<file path="config.mk">
export PLATFORM = sky130hd
export DESIGN_NAME = servo_sweep_scan_sequencer
export DESIGN_NICKNAME = d
export VERILOG_FILES = /design/src/rtl/sweep_pkg.sv /design/src/rtl/servo_sweep_scan_sequencer.sv /design/src/rtl/sweep_ctrl.sv /design/src/rtl/sweep_dp.sv
export SDC_FILE = /design/constraint.sdc
export NUM_CORES = 1
export LEC_CHECK = 0
export ABC_AREA = 1
export BUFFER_PORTS_ARGS = -buffer_cell sky130_fd_sc_hd__buf_2
export CORE_MARGIN = 4
export CORE_UTILIZATION = 64
export DETAILED_ROUTE_END_ITERATION = 6
export PLACE_DENSITY_LB_ADDON = 0.05
export SETUP_SLACK_MARGIN = 0.1
export SLEW_MARGIN = 20
export SYNTH_ARGS = -nofsm -noshare
export SYNTH_HDL_FRONTEND = slang
export SYNTH_SLANG_ARGS = --single-unit
</file>
<file path="constraint.sdc">
create_clock -name clk_i -period 20 [get_ports clk_i]
set_input_delay 4 -clock clk_i [delete_from_list [all_inputs] [get_ports clk_i]]
set_output_delay 4 -clock clk_i [all_outputs]
set_load 0.02 [all_outputs]
</file>
<file path="src/rtl/sweep_pkg.sv">
package sweep_pkg;

  localparam int MAX_POINTS = 8;
  localparam int IDX_W = $clog2(MAX_POINTS);
  localparam int CNT_W = $clog2(MAX_POINTS + 1);

  localparam int ANGLE_W = 8;
  localparam int SPEED_W = 7;
  localparam int DIST_W = 16;
  localparam int TIME_W = 32;
  localparam int REP_IDX_W = 3;

  localparam int IN_W = 64;
  localparam int OUT_W = 40;

  localparam int CFG_IDX_W = 2;
  localparam logic [CFG_IDX_W-1:0] CFG_MIN_ANGLE = 2'd0;
  localparam logic [CFG_IDX_W-1:0] CFG_MAX_ANGLE = 2'd1;
  localparam logic [CFG_IDX_W-1:0] CFG_SCAN_SPEED = 2'd2;

  localparam logic [ANGLE_W-1:0] MIN_ANGLE_RST = 8'd0;
  localparam logic [ANGLE_W-1:0] MAX_ANGLE_RST = 8'd180;
  localparam logic [SPEED_W-1:0] SPEED_RST = 7'd50;
  localparam logic [SPEED_W-1:0] DWELL_BASE = 7'd99;

  // Division of the sweep range by 30 is done as a multiply by 2185 / 2^16,
  // which is exact for every 8-bit range.
  localparam int RECIP_W = 12;
  localparam int RECIP_SH = 16;
  localparam logic [RECIP_W-1:0] RECIP_30 = 12'd2185;
  localparam int Q30_W = ANGLE_W + RECIP_W - RECIP_SH;
  localparam int STOPS_RAW_W = Q30_W + 1;
  localparam int MIN_STOPS = 2;

  localparam int PROD_W = IDX_W + ANGLE_W;
  localparam int DIV_CNT_W = $clog2(PROD_W);

  localparam logic [1:0] PH_MOVE = 2'd0;
  localparam logic [1:0] PH_SERVO = 2'd1;
  localparam logic [1:0] PH_ECHO = 2'd2;
  localparam logic [1:0] PH_DWELL = 2'd3;

  typedef struct packed {
    logic [3:0]         pad;
    logic [ANGLE_W-1:0] manual_angle;
    logic               manual_write;
    logic [DIST_W-1:0]  echo_distance_mm;
    logic               echo_ready;
    logic               servo_busy;
    logic [TIME_W-1:0]  now_ms;
    logic               scan_enable;
  } in_item_t;

  typedef struct packed {
    logic [1:0]           pad;
    logic [REP_IDX_W-1:0] report_index;
    logic [DIST_W-1:0]    report_distance;
    logic [ANGLE_W-1:0]   report_angle;
    logic                 report_valid;
    logic                 trigger_echo;
    logic [ANGLE_W-1:0]   servo_angle;
    logic                 servo_write;
  } out_item_t;

  typedef struct packed {
    logic load;
    logic step;
    logic commit;
  } ctrl_cmd_t;

  typedef struct packed {
    logic div_last;
  } dp_sts_t;

endpackage

</file>
<file path="src/rtl/servo_sweep_scan_sequencer.sv">
// Channel   Direction  Width  Contents
// s_axis    in         64     one poll: run level, time, servo and echo status, manual write
// m_axis    out        40     one result per poll: servo command, trigger, report
// cfg       in         2+8    register index and write data
//
// Each poll runs through the bit-serial divider that places the stop angle, one quotient
// bit per cycle, before its result is written to the output register. A new poll is
// accepted only after the previous one has been committed to the output register.
// A result waiting in the output register does not block the next poll; the block
// stalls only when a second result is ready before the first is taken.
// Reset clears the registers to their defaults and the sweep to the first stop.
module servo_sweep_scan_sequencer
  import sweep_pkg::*;
(
  input  logic                 clk_i,
  input  logic                 rst_ni,
  input  logic                 s_axis_tvalid,
  output logic                 s_axis_tready,
  // scan_enable, now_ms, servo_busy, echo_ready, echo_distance_mm, manual_write,
  // manual_angle.
  input  logic [IN_W-1:0]      s_axis_tdata,
  output logic                 m_axis_tvalid,
  input  logic                 m_axis_tready,
  // servo_write, servo_angle, trigger_echo, report_valid, report_angle,
  // report_distance, report_index.
  output logic [OUT_W-1:0]     m_axis_tdata,
  input  logic                 cfg_valid_i,
  output logic                 cfg_ready_o,
  input  logic [CFG_IDX_W-1:0] cfg_index_i,
  input  logic [ANGLE_W-1:0]   cfg_data_i
);

  ctrl_cmd_t cmd;
  dp_sts_t   sts;

  assign cfg_ready_o = 1'b1;

  sweep_ctrl u_ctrl (
    .clk_i     (clk_i),
    .rst_ni    (rst_ni),
    .s_valid_i (s_axis_tvalid),
    .s_ready_o (s_axis_tready),
    .m_valid_o (m_axis_tvalid),
    .m_ready_i (m_axis_tready),
    .sts_i     (sts),
    .cmd_o     (cmd)
  );

  sweep_dp u_dp (
    .clk_i       (clk_i),
    .rst_ni      (rst_ni),
    .cfg_valid_i (cfg_valid_i),
    .cfg_index_i (cfg_index_i),
    .cfg_data_i  (cfg_data_i),
    .in_data_i   (s_axis_tdata),
    .out_data_o  (m_axis_tdata),
    .cmd_i       (cmd),
    .sts_o       (sts)
  );

endmodule

</file>
<file path="src/rtl/sweep_ctrl.sv">
module sweep_ctrl
  import sweep_pkg::*;
(
  input  logic      clk_i,
  input  logic      rst_ni,
  input  logic      s_valid_i,
  output logic      s_ready_o,
  output logic      m_valid_o,
  input  logic      m_ready_i,
  input  dp_sts_t   sts_i,
  output ctrl_cmd_t cmd_o
);

  localparam logic [1:0] S_IDLE = 2'd0;
  localparam logic [1:0] S_DIV = 2'd1;
  localparam logic [1:0] S_DONE = 2'd2;

  logic [1:0] state_q, state_d;
  logic       m_valid_q, m_valid_d;
  logic       out_free;

  assign out_free = !m_valid_q || m_ready_i;
  assign s_ready_o = (state_q == S_IDLE);
  assign m_valid_o = m_valid_q;

  always_comb begin
    state_d = state_q;
    cmd_o = '0;
    case (state_q)
      S_IDLE: begin
        if (s_valid_i) begin
          cmd_o.load = 1'b1;
          state_d = S_DIV;
        end
      end
      S_DIV: begin
        cmd_o.step = 1'b1;
        if (sts_i.div_last) begin
          state_d = S_DONE;
        end
      end
      S_DONE: begin
        if (out_free) begin
          cmd_o.commit = 1'b1;
          state_d = S_IDLE;
        end
      end
      default: begin
        state_d = S_IDLE;
      end
    endcase
  end

  always_comb begin
    m_valid_d = m_valid_q;
    if (m_valid_q && m_ready_i) begin
      m_valid_d = 1'b0;
    end
    if (cmd_o.commit) begin
      m_valid_d = 1'b1;
    end
  end

  always_ff @(posedge clk_i or negedge rst_ni) begin
    if (!rst_ni) begin
      state_q <= S_IDLE;
      m_valid_q <= 1'b0;
    end else begin
      state_q <= state_d;
      m_valid_q <= m_valid_d;
    end
  end

endmodule

</file>
<file path="src/rtl/sweep_dp.sv">
module sweep_dp
  import sweep_pkg::*;
(
  input  logic                 clk_i,
  input  logic                 rst_ni,
  input  logic                 cfg_valid_i,
  input  logic [CFG_IDX_W-1:0] cfg_index_i,
  input  logic [ANGLE_W-1:0]   cfg_data_i,
  input  logic [IN_W-1:0]      in_data_i,
  output logic [OUT_W-1:0]     out_data_o,
  input  ctrl_cmd_t            cmd_i,
  output dp_sts_t              sts_o
);

  logic [ANGLE_W-1:0]     min_angle_q;
  logic [ANGLE_W-1:0]     max_angle_q;
  logic [SPEED_W-1:0]     scan_speed_q;

  logic [1:0]             phase_q, phase_d;
  logic [IDX_W-1:0]       point_q, point_d;
  logic                   up_q, up_d;
  logic [TIME_W-1:0]      deadline_q, deadline_d;

  in_item_t               item_q;
  logic [PROD_W-1:0]      div_q;
  logic [IDX_W-1:0]       rem_q;
  logic [DIV_CNT_W-1:0]   cnt_q;
  out_item_t              out_q, out_d;

  logic [ANGLE_W-1:0]     lo, hi, range;
  logic [ANGLE_W+RECIP_W-1:0] q30_prod;
  logic [STOPS_RAW_W-1:0] stops_raw;
  logic [CNT_W-1:0]       stops;
  logic [IDX_W-1:0]       last_idx;
  logic [IDX_W-1:0]       idx;
  logic [PROD_W-1:0]      prod;
  logic [IDX_W:0]         trial;
  logic                   q_bit;
  logic [ANGLE_W-1:0]     stop_angle;
  logic [SPEED_W-1:0]     dwell;
  logic [IDX_W-1:0]       next_idx;
  logic                   next_up;

  always_comb begin
    if (max_angle_q < min_angle_q) begin
      lo = max_angle_q;
      hi = min_angle_q;
    end else begin
      lo = min_angle_q;
      hi = max_angle_q;
    end
    range = hi - lo;
    q30_prod = {{RECIP_W{1'b0}}, range} * {{ANGLE_W{1'b0}}, RECIP_30};
    stops_raw = {1'b0, q30_prod[ANGLE_W+RECIP_W-1:RECIP_SH]} + STOPS_RAW_W'(MIN_STOPS);
    if (stops_raw > STOPS_RAW_W'(MAX_POINTS)) begin
      stops = CNT_W'(MAX_POINTS);
    end else begin
      stops = CNT_W'(stops_raw);
    end
    last_idx = IDX_W'(stops - CNT_W'(1));
    idx = (CNT_W'(point_q) < stops) ? point_q : last_idx;
    prod = {{ANGLE_W{1'b0}}, idx} * {{IDX_W{1'b0}}, range};
  end

  assign trial = {rem_q, div_q[PROD_W-1]};
  assign q_bit = (trial >= {1'b0, last_idx});
  assign sts_o.div_last = (cnt_q == '0);
  assign stop_angle = lo + div_q[ANGLE_W-1:0];
  assign dwell = (scan_speed_q >= DWELL_BASE) ? '0 : DWELL_BASE - scan_speed_q;

  always_comb begin
    next_up = up_q;
    if (up_q) begin
      if (idx == last_idx) begin
        next_idx = last_idx - IDX_W'(1);
        next_up = 1'b0;
      end else begin
        next_idx = idx + IDX_W'(1);
      end
    end else begin
      if (idx == '0) begin
        next_idx = IDX_W'(1);
        next_up = 1'b1;
      end else begin
        next_idx = idx - IDX_W'(1);
      end
    end
    if (next_idx == '0) begin
      next_up = 1'b1;
    end
  end

  always_comb begin
    phase_d = phase_q;
    point_d = point_q;
    up_d = up_q;
    deadline_d = deadline_q;
    out_d = '0;
    if (!item_q.scan_enable) begin
      if (item_q.manual_write) begin
        out_d.servo_write = 1'b1;
        out_d.servo_angle = item_q.manual_angle;
      end
    end else begin
      case (phase_q)
        PH_MOVE: begin
          out_d.servo_write = 1'b1;
          out_d.servo_angle = stop_angle;
          phase_d = PH_SERVO;
        end
        PH_SERVO: begin
          if (!item_q.servo_busy) begin
            out_d.trigger_echo = 1'b1;
            phase_d = PH_ECHO;
          end
        end
        PH_ECHO: begin
          if (item_q.echo_ready) begin
            out_d.report_valid = 1'b1;
            out_d.report_angle = stop_angle;
            out_d.report_distance = item_q.echo_distance_mm;
            out_d.report_index = REP_IDX_W'(idx);
            point_d = next_idx;
            up_d = next_up;
            if (dwell != '0) begin
              deadline_d = item_q.now_ms + TIME_W'(dwell);
              phase_d = PH_DWELL;
            end else begin
              phase_d = PH_MOVE;
            end
          end
        end
        default: begin
          if (item_q.now_ms > deadline_q) begin
            phase_d = PH_MOVE;
          end
        end
      endcase
    end
  end

  always_ff @(posedge clk_i or negedge rst_ni) begin
    if (!rst_ni) begin
      min_angle_q <= MIN_ANGLE_RST;
      max_angle_q <= MAX_ANGLE_RST;
      scan_speed_q <= SPEED_RST;
    end else if (cfg_valid_i) begin
      case (cfg_index_i)
        CFG_MIN_ANGLE: min_angle_q <= cfg_data_i;
        CFG_MAX_ANGLE: max_angle_q <= cfg_data_i;
        CFG_SCAN_SPEED: scan_speed_q <= cfg_data_i[SPEED_W-1:0];
        default: begin
        end
      endcase
    end
  end

  always_ff @(posedge clk_i or negedge rst_ni) begin
    if (!rst_ni) begin
      phase_q <= PH_MOVE;
      point_q <= '0;
      up_q <= 1'b1;
      deadline_q <= '0;
    end else if (cmd_i.commit) begin
      phase_q <= phase_d;
      point_q <= point_d;
      up_q <= up_d;
      deadline_q <= deadline_d;
    end
  end

  always_ff @(posedge clk_i or negedge rst_ni) begin
    if (!rst_ni) begin
      cnt_q <= '0;
    end else if (cmd_i.load) begin
      cnt_q <= DIV_CNT_W'(PROD_W - 1);
    end else if (cmd_i.step && cnt_q != '0) begin
      cnt_q <= cnt_q - DIV_CNT_W'(1);
    end
  end

  always_ff @(posedge clk_i) begin
    if (cmd_i.load) begin
      item_q <= in_item_t'(in_data_i);
      div_q <= prod;
      rem_q <= '0;
    end else if (cmd_i.step) begin
      div_q <= {div_q[PROD_W-2:0], q_bit};
      rem_q <= q_bit ? IDX_W'(trial - {1'b0, last_idx}) : IDX_W'(trial);
    end
    if (cmd_i.commit) begin
      out_q <= out_d;
    end
  end

  assign out_data_o = OUT_W'(out_q);

endmodule
</file>
==> run metrics, run 1 <==
Syn Inst Count=1199; total of fill cells in the finished design=1229; Post-synth EDFFs=109; antenna violations before repair=1; CP Launch Type=flip-flop; Sink Count=180; Worst path slowest cell=fa_1; Pins Over Slew Limit=0; wire length per cell=14.7 microns; Syn-to-layout area delta=12.7%; DR vias=8279; buffers from clock root to sink, at most=2; largest net degree at the start of global routing=69; RSZ-0062 raised after global routing=false; clk_lat worst skew=440 ps; final setup fails=0; Setup WS pre-CTS=10340 ps; Die X=139 microns; clk slew on worst S/H paths=80 ps; Final #Nets=1515; Die Area=19300 sq um; post-layout util=73.9%; Max Fclk=0.103 GHz; yosys warns=0; Hold Slack=479 ps; core area=16700 sq um; die height=139 microns; R2R cell count=59; reg2reg setup slack=10270 ps; commonest non-fill, non-tap cell in the layout=nand2_1; final critical-path required period=9730 ps; WP data arrival=9900 ps; synthesized area=10900 sq um; skew final=10.0 ps; IO Port Bufs=114; I/O Pins=122; CTS tree=yes; setup bufs post-CTS=0; setup TNS=0 ps; register area share after synthesis=46.1%; Main synth FF type=edfxtp_1; Avg Inst Size Synth=9.13 sq um; max_slew headroom=39.0%; H-tree levels=4; Max-Cap Viols=0; router iterations before antenna repair=6; Top Family by Delay on Critical Path=adder cells; Crit Reg-Reg Endpoint=u_dp.div_q[9]$_DFFE_PP_; first-pass GRT wire length=38100 microns; Placer Congestion=0.842; vias in the first global route=7981; Starting DRT DRC Count=468; Post-synth ARST share=37.8%; post-cts gate resize count=0; period utilisation layout=48.7%; share of layout cells above drive strength 1=17.1%; Synth Register Bits=180; status=finished clean; crit path buf inv count=9; hold depth=2; slowest cell delay on critical path=580 ps; DRC Markers=0; cts bufs inserted=17; HPWL after DPL=16400 microns; Crit. End Element=flip-flop; Routed Antenna Nets=0; hold_buf cts=0; total gr overflow=0; HP Class=flip-flop to flip-flop; root buffer cell=clkbuf_16; Hold Startpoint=u_dp.deadline_q[24]$_DFFE_PN0P_; gr usage total=24.2%; required time of the critical path=20170 ps; Post-Route WL=22800 microns; Synth cell types=62; Via density=5.34; CP Class=flip-flop to flip-flop; Crit Path Max Fanout=12; Starting Density=65.6%; RR Startpoint=u_dp.min_angle_q[5]$_DFFE_PN0P_; Worst Slack Setup Final=10270 ps; Worst Hold Path EP=u_dp.deadline_q[24]$_DFFE_PN0P_; Final Hold Viols=0; most frequent cells in the layout=213 x nand2_1, 201 x inv_1, 114 x buf_2; Worst Max-Slew Pin Slew=916 ps; row cnt=47
==> worst max-delay path by stage <==
stage	startpoint	endpoint	slack (ps)	depth (start not counted)
2_1_floorplan	u_dp.max_angle_q[7]$_DFFE_PN1P_	u_dp.div_q[9]$_DFFE_PP_	11560	57
3_3_place_gp	u_dp.min_angle_q[6]$_DFFE_PN0P_	u_dp.div_q[9]$_DFFE_PP_	10540	59
3_5_place_dp	u_dp.min_angle_q[5]$_DFFE_PN0P_	u_dp.div_q[9]$_DFFE_PP_	10340	59
4_1_cts	u_dp.min_angle_q[5]$_DFFE_PN0P_	u_dp.div_q[9]$_DFFE_PP_	10280	59
5_1_grt	u_dp.min_angle_q[2]$_DFFE_PN0P_	u_dp.div_q[9]$_DFFE_PP_	9380	61
6_report	u_dp.min_angle_q[5]$_DFFE_PN0P_	u_dp.div_q[9]$_DFFE_PP_	10270	59
==> logic make-up after synthesis <==
kind of cell             synth area share [%]
AO/OA/AOI/OAI                            9.59
XOR/XNOR                                 2.72
adder cells (fa/ha/maj)                  14.5
buffers and inverters                    8.08
flip-flops                               46.1
other                                  0.0686
AND/OR/NAND/NOR                          19.0
==> flip-flops by register name, indices dropped and copies added (netlist names), 3 cells and up <==
signal             flops
u_dp.item_q           60
u_dp.out_data_o       38
u_dp.deadline_q       32
u_dp.div_q            11
u_dp.max_angle_q       8
u_dp.min_angle_q       8
u_dp.scan_speed_q      7
u_dp.cnt_q             4
u_dp.point_q           3
u_dp.rem_q             3
==> metal layers <==
| layer | routed length, microns | global-route usage (%) | vias up |
|---|---|---|---|
| li1 | - | - | 4190 |
| met1 | 10100 | 32.1 | 3850 |
| met2 | 11100 | 41.0 | 210 |
| met3 | 1290 | 4.62 | 29 |
| met4 | 351 | 6.49 | 0 |
| met5 | 0 | 0 | - |
==> worst min-delay path, cell delays in order (launching register included) <==
cell and delay (ps):
dfrtp_1 350, a21oi_1 60, inv_1 40
==> per-stage QoR <==
stage / instances / instance area, sq um
after floorplan: 1200 / 11000
after global placement: 1518 / 11700
after detailed placement: 1518 / 11700
after CTS: 1550 / 12300
after global routing: 1551 / 12300
final: 1551 / 12300
==> layout make-up <==
cell class              instances  area [sq um]  area share [%]
inverters                     210           791            6.41
well taps                     220           275            2.23
clock inverters                15           179            1.45
clock buffers                  17           425            3.45
diodes                          1          2.50          0.0203
multi-input cells             791          5030            40.8
repair buffers                117           593            4.81
flip-flops and latches        180          5040            40.9
==> cells in the mapped netlist (13+ instances only) <==
master    number  area [sq um]
inv_1        201           754
fa_1          13           260
nand2_2       19           119
xor2_1        25           219
nand2_1      213           800
a21oi_1       51           255
nor2_1       107           402
edfxtp_1     109          3270
dfrtp_1       60          1500
o21ai_0       89           445
nand4_1       17           106
nand3_1       45           225
ha_1         106          1330
Power of run 1 is left out: the tool's default activity adds up to more than one toggle a clock period on the data nets, which glitch-free logic cannot reach.
==> inputs of run 2 (changes only) <==
--- a/config.mk
+++ b/config.mk
@@ -8,7 +8,7 @@
 export ABC_AREA = 1
 export BUFFER_PORTS_ARGS = -buffer_cell sky130_fd_sc_hd__buf_2
 export CORE_MARGIN = 4
-export CORE_UTILIZATION = 64
+export CORE_UTILIZATION = 54
 export DETAILED_ROUTE_END_ITERATION = 6
 export PLACE_DENSITY_LB_ADDON = 0.05
 export SETUP_SLACK_MARGIN = 0.1
==> constraint.sdc (replaced) <==
create_clock -name clk_i -period 7.8 [get_ports clk_i]
set_input_delay 1.56 -clock clk_i [delete_from_list [all_inputs] [get_ports clk_i]]
set_output_delay 1.56 -clock clk_i [all_outputs]
set_load 0.02 [all_outputs]
==> run 2 against run 1 <==
  * The flow now finishes with violations (setup timing)
  * Sequential cell count unchanged
  * Worst hold slack better by 4.3 ps
  * Routed wire length rose by 6.8%
  * Clock skew increased by 0.66 ps
  * Worst setup slack worse by 11000 ps
  * Critical path type unchanged
  * Register-to-register slack got worse by 11000 ps
  * Final cell count is 11% higher
  * Die area up 17%
  * Global-route usage fell by 1.9 points
  * Via count grew 5.3%
  * First-iteration DRC count shrank 11%
==> run metrics, run 2 (synthesis results as in run 1) <==
Crit. End Element=flip-flop (unchanged); CP Launch Type=flip-flop (unchanged); antenna violations before repair=0 (was 1); failing checks=setup timing; vias in the first global route=8555 (was 7981); most frequent cells in the layout=199 x nand2_1, 190 x inv_1, 119 x buf_4 (was 213 x nand2_1, 201 x inv_1, 114 x buf_2); router iterations before antenna repair=5 (was 6); share of layout cells above drive strength 1=29.7% (was 17.1%); Final Hold Viols=0 (unchanged); Max Fclk=0.122 GHz (was 0.103 GHz); core area=19700 sq um (was 16700 sq um); Starting Density=55.5% (was 65.6%); IO Port Bufs=114 (unchanged); status=finished with violations (was finished clean); final setup fails=5 (was 0); hold_buf cts=0 (unchanged); Routed Antenna Nets=0 (unchanged); total gr overflow=0 (unchanged); Post-Route WL=24300 microns (was 22800 microns); Starting DRT DRC Count=416 (was 468); die height=150 microns (was 139 microns); first-pass GRT wire length=40100 microns (was 38100 microns); WP data arrival=8350 ps (was 9900 ps); max_slew headroom=38.1% (was 39.0%); storage element area=5040 sq um (unchanged); clk slew on worst S/H paths=80 ps (about the same); Sink Count=180 (unchanged); commonest non-fill, non-tap cell in the layout=nand2_1 (unchanged); Pins Over Slew Limit=0 (unchanged); Final #Nets=1635 (was 1515); Crit Path Max Fanout=4 (was 12); Worst Max-Slew Pin Slew=929 ps (was 916 ps); total of fill cells in the finished design=1522 (was 1229); HPWL after DPL=17800 microns (was 16400 microns); Syn-to-layout area delta=26.9% (was 12.7%); Via density=5.08 (was 5.34); reg2reg setup slack=-380 ps (was 10270 ps); clk_lat worst skew=440 ps (about the same); row cnt=51 (was 47); Most common cell on crit path=ha_4; buffers from clock root to sink, at most=2 (unchanged); CP Class=flip-flop to flip-flop (unchanged); final critical-path required period=8180 ps (was 9730 ps); CTS tree=yes (unchanged); period utilisation layout=105% (was 48.7%); cts bufs inserted=17 (unchanged); slowest cell delay on critical path=560 ps (was 580 ps); wire length per cell=14.2 microns (was 14.7 microns); root buffer cell=clkbuf_16 (unchanged); RSZ-0062 raised after global routing=true (was false); Largest register FFs=60 (unchanged); H-tree levels=4 (unchanged); skew final=10.7 ps (was 10.0 ps); Worst path slowest cell=dfstp_2 (was fa_1); Max-Cap Viols=0 (unchanged); Hold Slack=483 ps (was 479 ps); Die Area=22600 sq um (was 19300 sq um); largest net degree at the start of global routing=69 (unchanged); Die X=150 microns (was 139 microns); I/O Pins=122 (unchanged); Setup WS pre-CTS=-483 ps (was 10340 ps); gr usage total=22.2% (was 24.2%); Worst Slack Setup Final=-382 ps (was 10270 ps); Largest Register=u_dp.item_q (unchanged); HP Class=flip-flop to flip-flop (unchanged); DRC Markers=0 (unchanged); antenna fix cells=0 (was 1); DR vias=8717 (was 8279); Placer Congestion=0.834 (was 0.842); required time of the critical path=7970 ps (was 20170 ps); area of the multi-input gates=5580 sq um (was 5030 sq um)
[run 2: changes by cell type in the layout (fill, tap and decap cells not counted), sizes merged]
cell    delta
inv        +2
buf      +120
diode      -1
clkinv     -2
[run 2: timing repair]
action                                  CTS  global route
buffers inserted                         18             7
resized for setup                        28            46
pin swaps                                23            40
endpoints found under the setup margin    7             8
[run 2: worst paths after layout]
kind	startpoint	endpoint	cells after the start
setup / recovery	u_dp.max_angle_q[5]$_DFFE_PN1P_	u_dp.div_q[9]$_DFFE_PP_	60
min in group asynchronous	rst_ni	u_dp.deadline_q[17]$_DFFE_PN0P_	2
max in group asynchronous	rst_ni	u_dp.scan_speed_q[6]$_DFFE_PN0P_	2
setup reg to reg	u_dp.max_angle_q[5]$_DFFE_PN1P_	u_dp.div_q[9]$_DFFE_PP_	60
hold / removal	u_dp.deadline_q[5]$_DFFE_PN0P_	u_dp.deadline_q[5]$_DFFE_PN0P_	2
hold reg to reg	u_dp.deadline_q[5]$_DFFE_PN0P_	u_dp.deadline_q[5]$_DFFE_PN0P_	2
[run 2: critical path, delay by kind of cell (launching register included)]
kind | cells | cell delay (ps)
AOI/OAI and AO/OA | 14 | 1880
adders and majority gates | 9 | 2160
and+or+nand+nor | 24 | 1950
xor gates and xnor gates | 3 | 550
DFF | 1 | 560
buffers and inverters | 10 | 800
[run 2: final cells by class]
class | count | area share, %
inverter | 210 | 5.73
tap | 265 | 2.39
multi-input combinational | 791 | 40.1
timing repair buffer | 237 | 10.9
clock inverter | 15 | 1.51
sequential | 180 | 36.3
clock buffer | 17 | 3.06
[run 2: metrics by stage]
stage               TNS [ps]  std cells  instance area [sq um]  utilization [%]
global route           -4350       1715                  13900             70.5
detailed placement     -1560       1658                  12700             64.6
CTS                     -490       1708                  13600             69.1
floorplan               -414       1200                  11200                -
global placement       -1060       1658                  12700             64.6
finish                 -1310       1715                  13900             70.5
[run 2: layer usage]
layer / vias to the layer above / global-route usage [%] / part of all wire (%)
li1: 4436 / - / -
met1: 4067 / 30.0 / 46
met2: 189 / 37.7 / 47
met3: 25 / 3.40 / 5.2
met4: 0 / 5.72 / 1.6
met5: - / 0 / 0
Power of run 2 is left out for the same reason.
==> inputs of run 3 (changes only) <==
--- a/config.mk
+++ b/config.mk
@@ -8,7 +8,8 @@
 export ABC_AREA = 1
 export BUFFER_PORTS_ARGS = -buffer_cell sky130_fd_sc_hd__buf_2
 export CORE_MARGIN = 4
-export CORE_UTILIZATION = 54
+export CORE_UTILIZATION = 55
+export CTS_BUF_LIST = sky130_fd_sc_hd__clkbuf_4
 export DETAILED_ROUTE_END_ITERATION = 6
 export PLACE_DENSITY_LB_ADDON = 0.05
 export SETUP_SLACK_MARGIN = 0.1
==> constraint.sdc (replaced) <==
create_clock -name clk_i -period 7.8 [get_ports clk_i]
set_input_delay 0.39 -clock clk_i [delete_from_list [all_inputs] [get_ports clk_i]]
set_output_delay 0.39 -clock clk_i [all_outputs]
set_load 0.02 [all_outputs]
==> run 3 against run 2 <==
  * The flow still finishes with violations (setup timing)
  * Fmax up 1.4%
  * First-iteration DRC count down 3.6%
  * Register-to-register slack better by 110 ps
  * Worst setup slack better by 110 ps
==> run metrics, run 3 (synthesis results as in run 1) <==
Largest register FFs=60 (unchanged); Final #Nets=1688 (was 1635); HP Class=input pin to flip-flop (was flip-flop to flip-flop); RR Startpoint=u_dp.max_angle_q[7]$_DFFE_PN1P_ (was u_dp.max_angle_q[5]$_DFFE_PN1P_); most frequent cells in the layout=201 x nand2_1, 190 x inv_1, 114 x buf_2 (was 199 x nand2_1, 190 x inv_1, 119 x buf_4); final setup fails=3 (was 5); total gr overflow=0 (unchanged); max_slew headroom=38.5% (was 38.1%); commonest non-fill, non-tap cell in the layout=nand2_1 (unchanged); Starting Density=56.1% (was 55.5%); CP Launch Point=u_dp.max_angle_q[7]$_DFFE_PN1P_ (was u_dp.max_angle_q[5]$_DFFE_PN1P_); Top Family by Delay on Critical Path=adder cells (unchanged); Layout Cells excl Fill=1769 (was 1715); first-pass GRT wire length=40500 microns (was 40100 microns); CP Class=flip-flop to flip-flop (unchanged); Largest Register=u_dp.item_q (unchanged); H-tree levels=4 (unchanged); core area=19500 sq um (was 19700 sq um); Sink Count=180 (unchanged); share of layout cells above drive strength 1=27.1% (was 29.7%); Crit. End Element=flip-flop (unchanged); buffers from clock root to sink, at most=2 (unchanged); gr usage total=22.5% (was 22.2%); Syn-to-layout area delta=27.9% (was 26.9%); Die X=149 microns (was 150 microns); I/O Pins=122 (unchanged); failing checks=setup timing (unchanged); Starting DRT DRC Count=401 (was 416); die height=149 microns (was 150 microns); IO Port Bufs=114 (unchanged); Post-Route WL=24600 microns (was 24300 microns); Crit Path Max Fanout=5 (was 4); Final Hold Viols=0 (unchanged); router iterations before antenna repair=5 (unchanged); Worst Slack Setup Final=-268 ps (was -382 ps); crit path buf inv count=12 (was 10); period utilisation layout=103% (was 105%); Die Area=22200 sq um (was 22600 sq um); skew final=31.1 ps (was 10.7 ps); slowest cell delay on critical path=590 ps (was 560 ps); Worst Max-Slew Pin Slew=923 ps (was 929 ps); vias in the first global route=8638 (was 8555); Via density=4.99 (was 5.08); end point of the critical path=u_dp.div_q[10]$_DFFE_PP_ (was u_dp.div_q[9]$_DFFE_PP_); Routed Antenna Nets=0 (unchanged); status=finished with violations (unchanged); row cnt=51 (unchanged); CTS tree=yes (unchanged); root buffer cell=clkbuf_4 (was clkbuf_16); WP data arrival=8450 ps (was 8350 ps); largest net degree at the start of global routing=69 (unchanged); Placer Congestion=0.846 (was 0.834); setup TNS=-726 ps (was -1310 ps); DR vias=8819 (was 8717); Worst path slowest cell=dfstp_2 (unchanged); antenna violations before repair=1 (was 0); Worst path depth=59 (was 60); HPWL after DPL=17800 microns (about the same); R2R cell count=59 (was 60); reg2reg setup slack=-270 ps (was -380 ps); DRC Markers=0 (unchanged); clk_lat worst skew=600 ps (was 440 ps); final critical-path required period=8070 ps (was 8180 ps); Pins Over Slew Limit=0 (unchanged); clk slew on worst S/H paths=190 ps (was 80 ps); RSZ-0062 raised after global routing=true (unchanged); Max Fclk=0.124 GHz (was 0.122 GHz); required time of the critical path=8180 ps (was 7970 ps); Max-Cap Viols=0 (unchanged); wire length per cell=13.9 microns (was 14.2 microns); Crit Reg-Reg Endpoint=u_dp.div_q[10]$_DFFE_PP_ (was u_dp.div_q[9]$_DFFE_PP_); CP Launch Type=flip-flop (unchanged); cts bufs inserted=17 (unchanged); # placed instances=1656 (was 1658)
-- run 3: changes by cell type in the layout (fill, tap and decap cells not counted), moves of 5 or more --
cell           delta
buf_4             -8
dlygate4sd3_1    +63
ha_4              -6
ha_1              +5
clkbuf_4         +17
clkbuf_16        -17
-- run 3: layer usage --
| metal | vias to the layer above | share of wire [%] | global-route usage, % |
|---|---|---|---|
| li1 | 4538 | - | - |
| met1 | 4111 | 47 | 30.7 |
| met5 | - | 0 | 0 |
| met4 | 0 | 0.99 | 4.67 |
| met3 | 19 | 4.2 | 3.86 |
| met2 | 151 | 48 | 38.2 |
-- run 3: layout make-up --
class	instances	area (sq um)
Antenna cell	1	2.50
Timing Repair Buffer	290	2060
Inverter	210	796
Sequential cell	180	5040
Tap cell	265	332
Fill cell	1493	5520
Multi-Input combinational cell	791	5430
Clock buffer	17	128
Clock inverter	15	215
-- run 3: worst min-delay path by stage --
stage / start / end / slack (ps) / cells after the start
after global routing: cfg_data_i[2] / u_dp.max_angle_q[2]$_DFFE_PN1P_ / 40 / 3
final: cfg_data_i[4] / u_dp.max_angle_q[4]$_DFFE_PN1P_ / 60 / 3
after floorplan: rst_ni / u_ctrl.m_valid_o$_DFFE_PN0P_ / 90 / 0
after detailed placement: u_dp.deadline_q[24]$_DFFE_PN0P_ / u_dp.deadline_q[24]$_DFFE_PN0P_ / 460 / 2
after CTS: cfg_data_i[4] / u_dp.max_angle_q[4]$_DFFE_PN1P_ / 40 / 3
after global placement: u_dp.deadline_q[24]$_DFFE_PN0P_ / u_dp.deadline_q[24]$_DFFE_PN0P_ / 460 / 2
-- run 3: timing repair --
action	4_1_cts	5_1_grt
endpoints found under the setup margin	5	8
hold endpoints to repair	72	0
hold buffers	63	0
pin swaps	34	18
setup buffers	12	5
gates resized for setup	36	13
-- run 3: through the flow --
stage | util [%] | setup WS [ps] | area, sq um | hold WS (ps)
floorplan | - | -305 | 11200 | 94.4
global placement | 65.2 | -235 | 12700 | 461
detailed placement | 65.2 | -442 | 12700 | 460
CTS | 71.2 | -115 | 13900 | 38.6
global route | 71.7 | -803 | 14000 | 40.4
finish | 71.7 | -268 | 14000 | 62.6
-- run 3: worst min-delay path, cell delays in order --
cell	delay [ps]
buf_2	90
inv_1	90
o21ai_0	100
Power of run 3 is left out for the same reason.
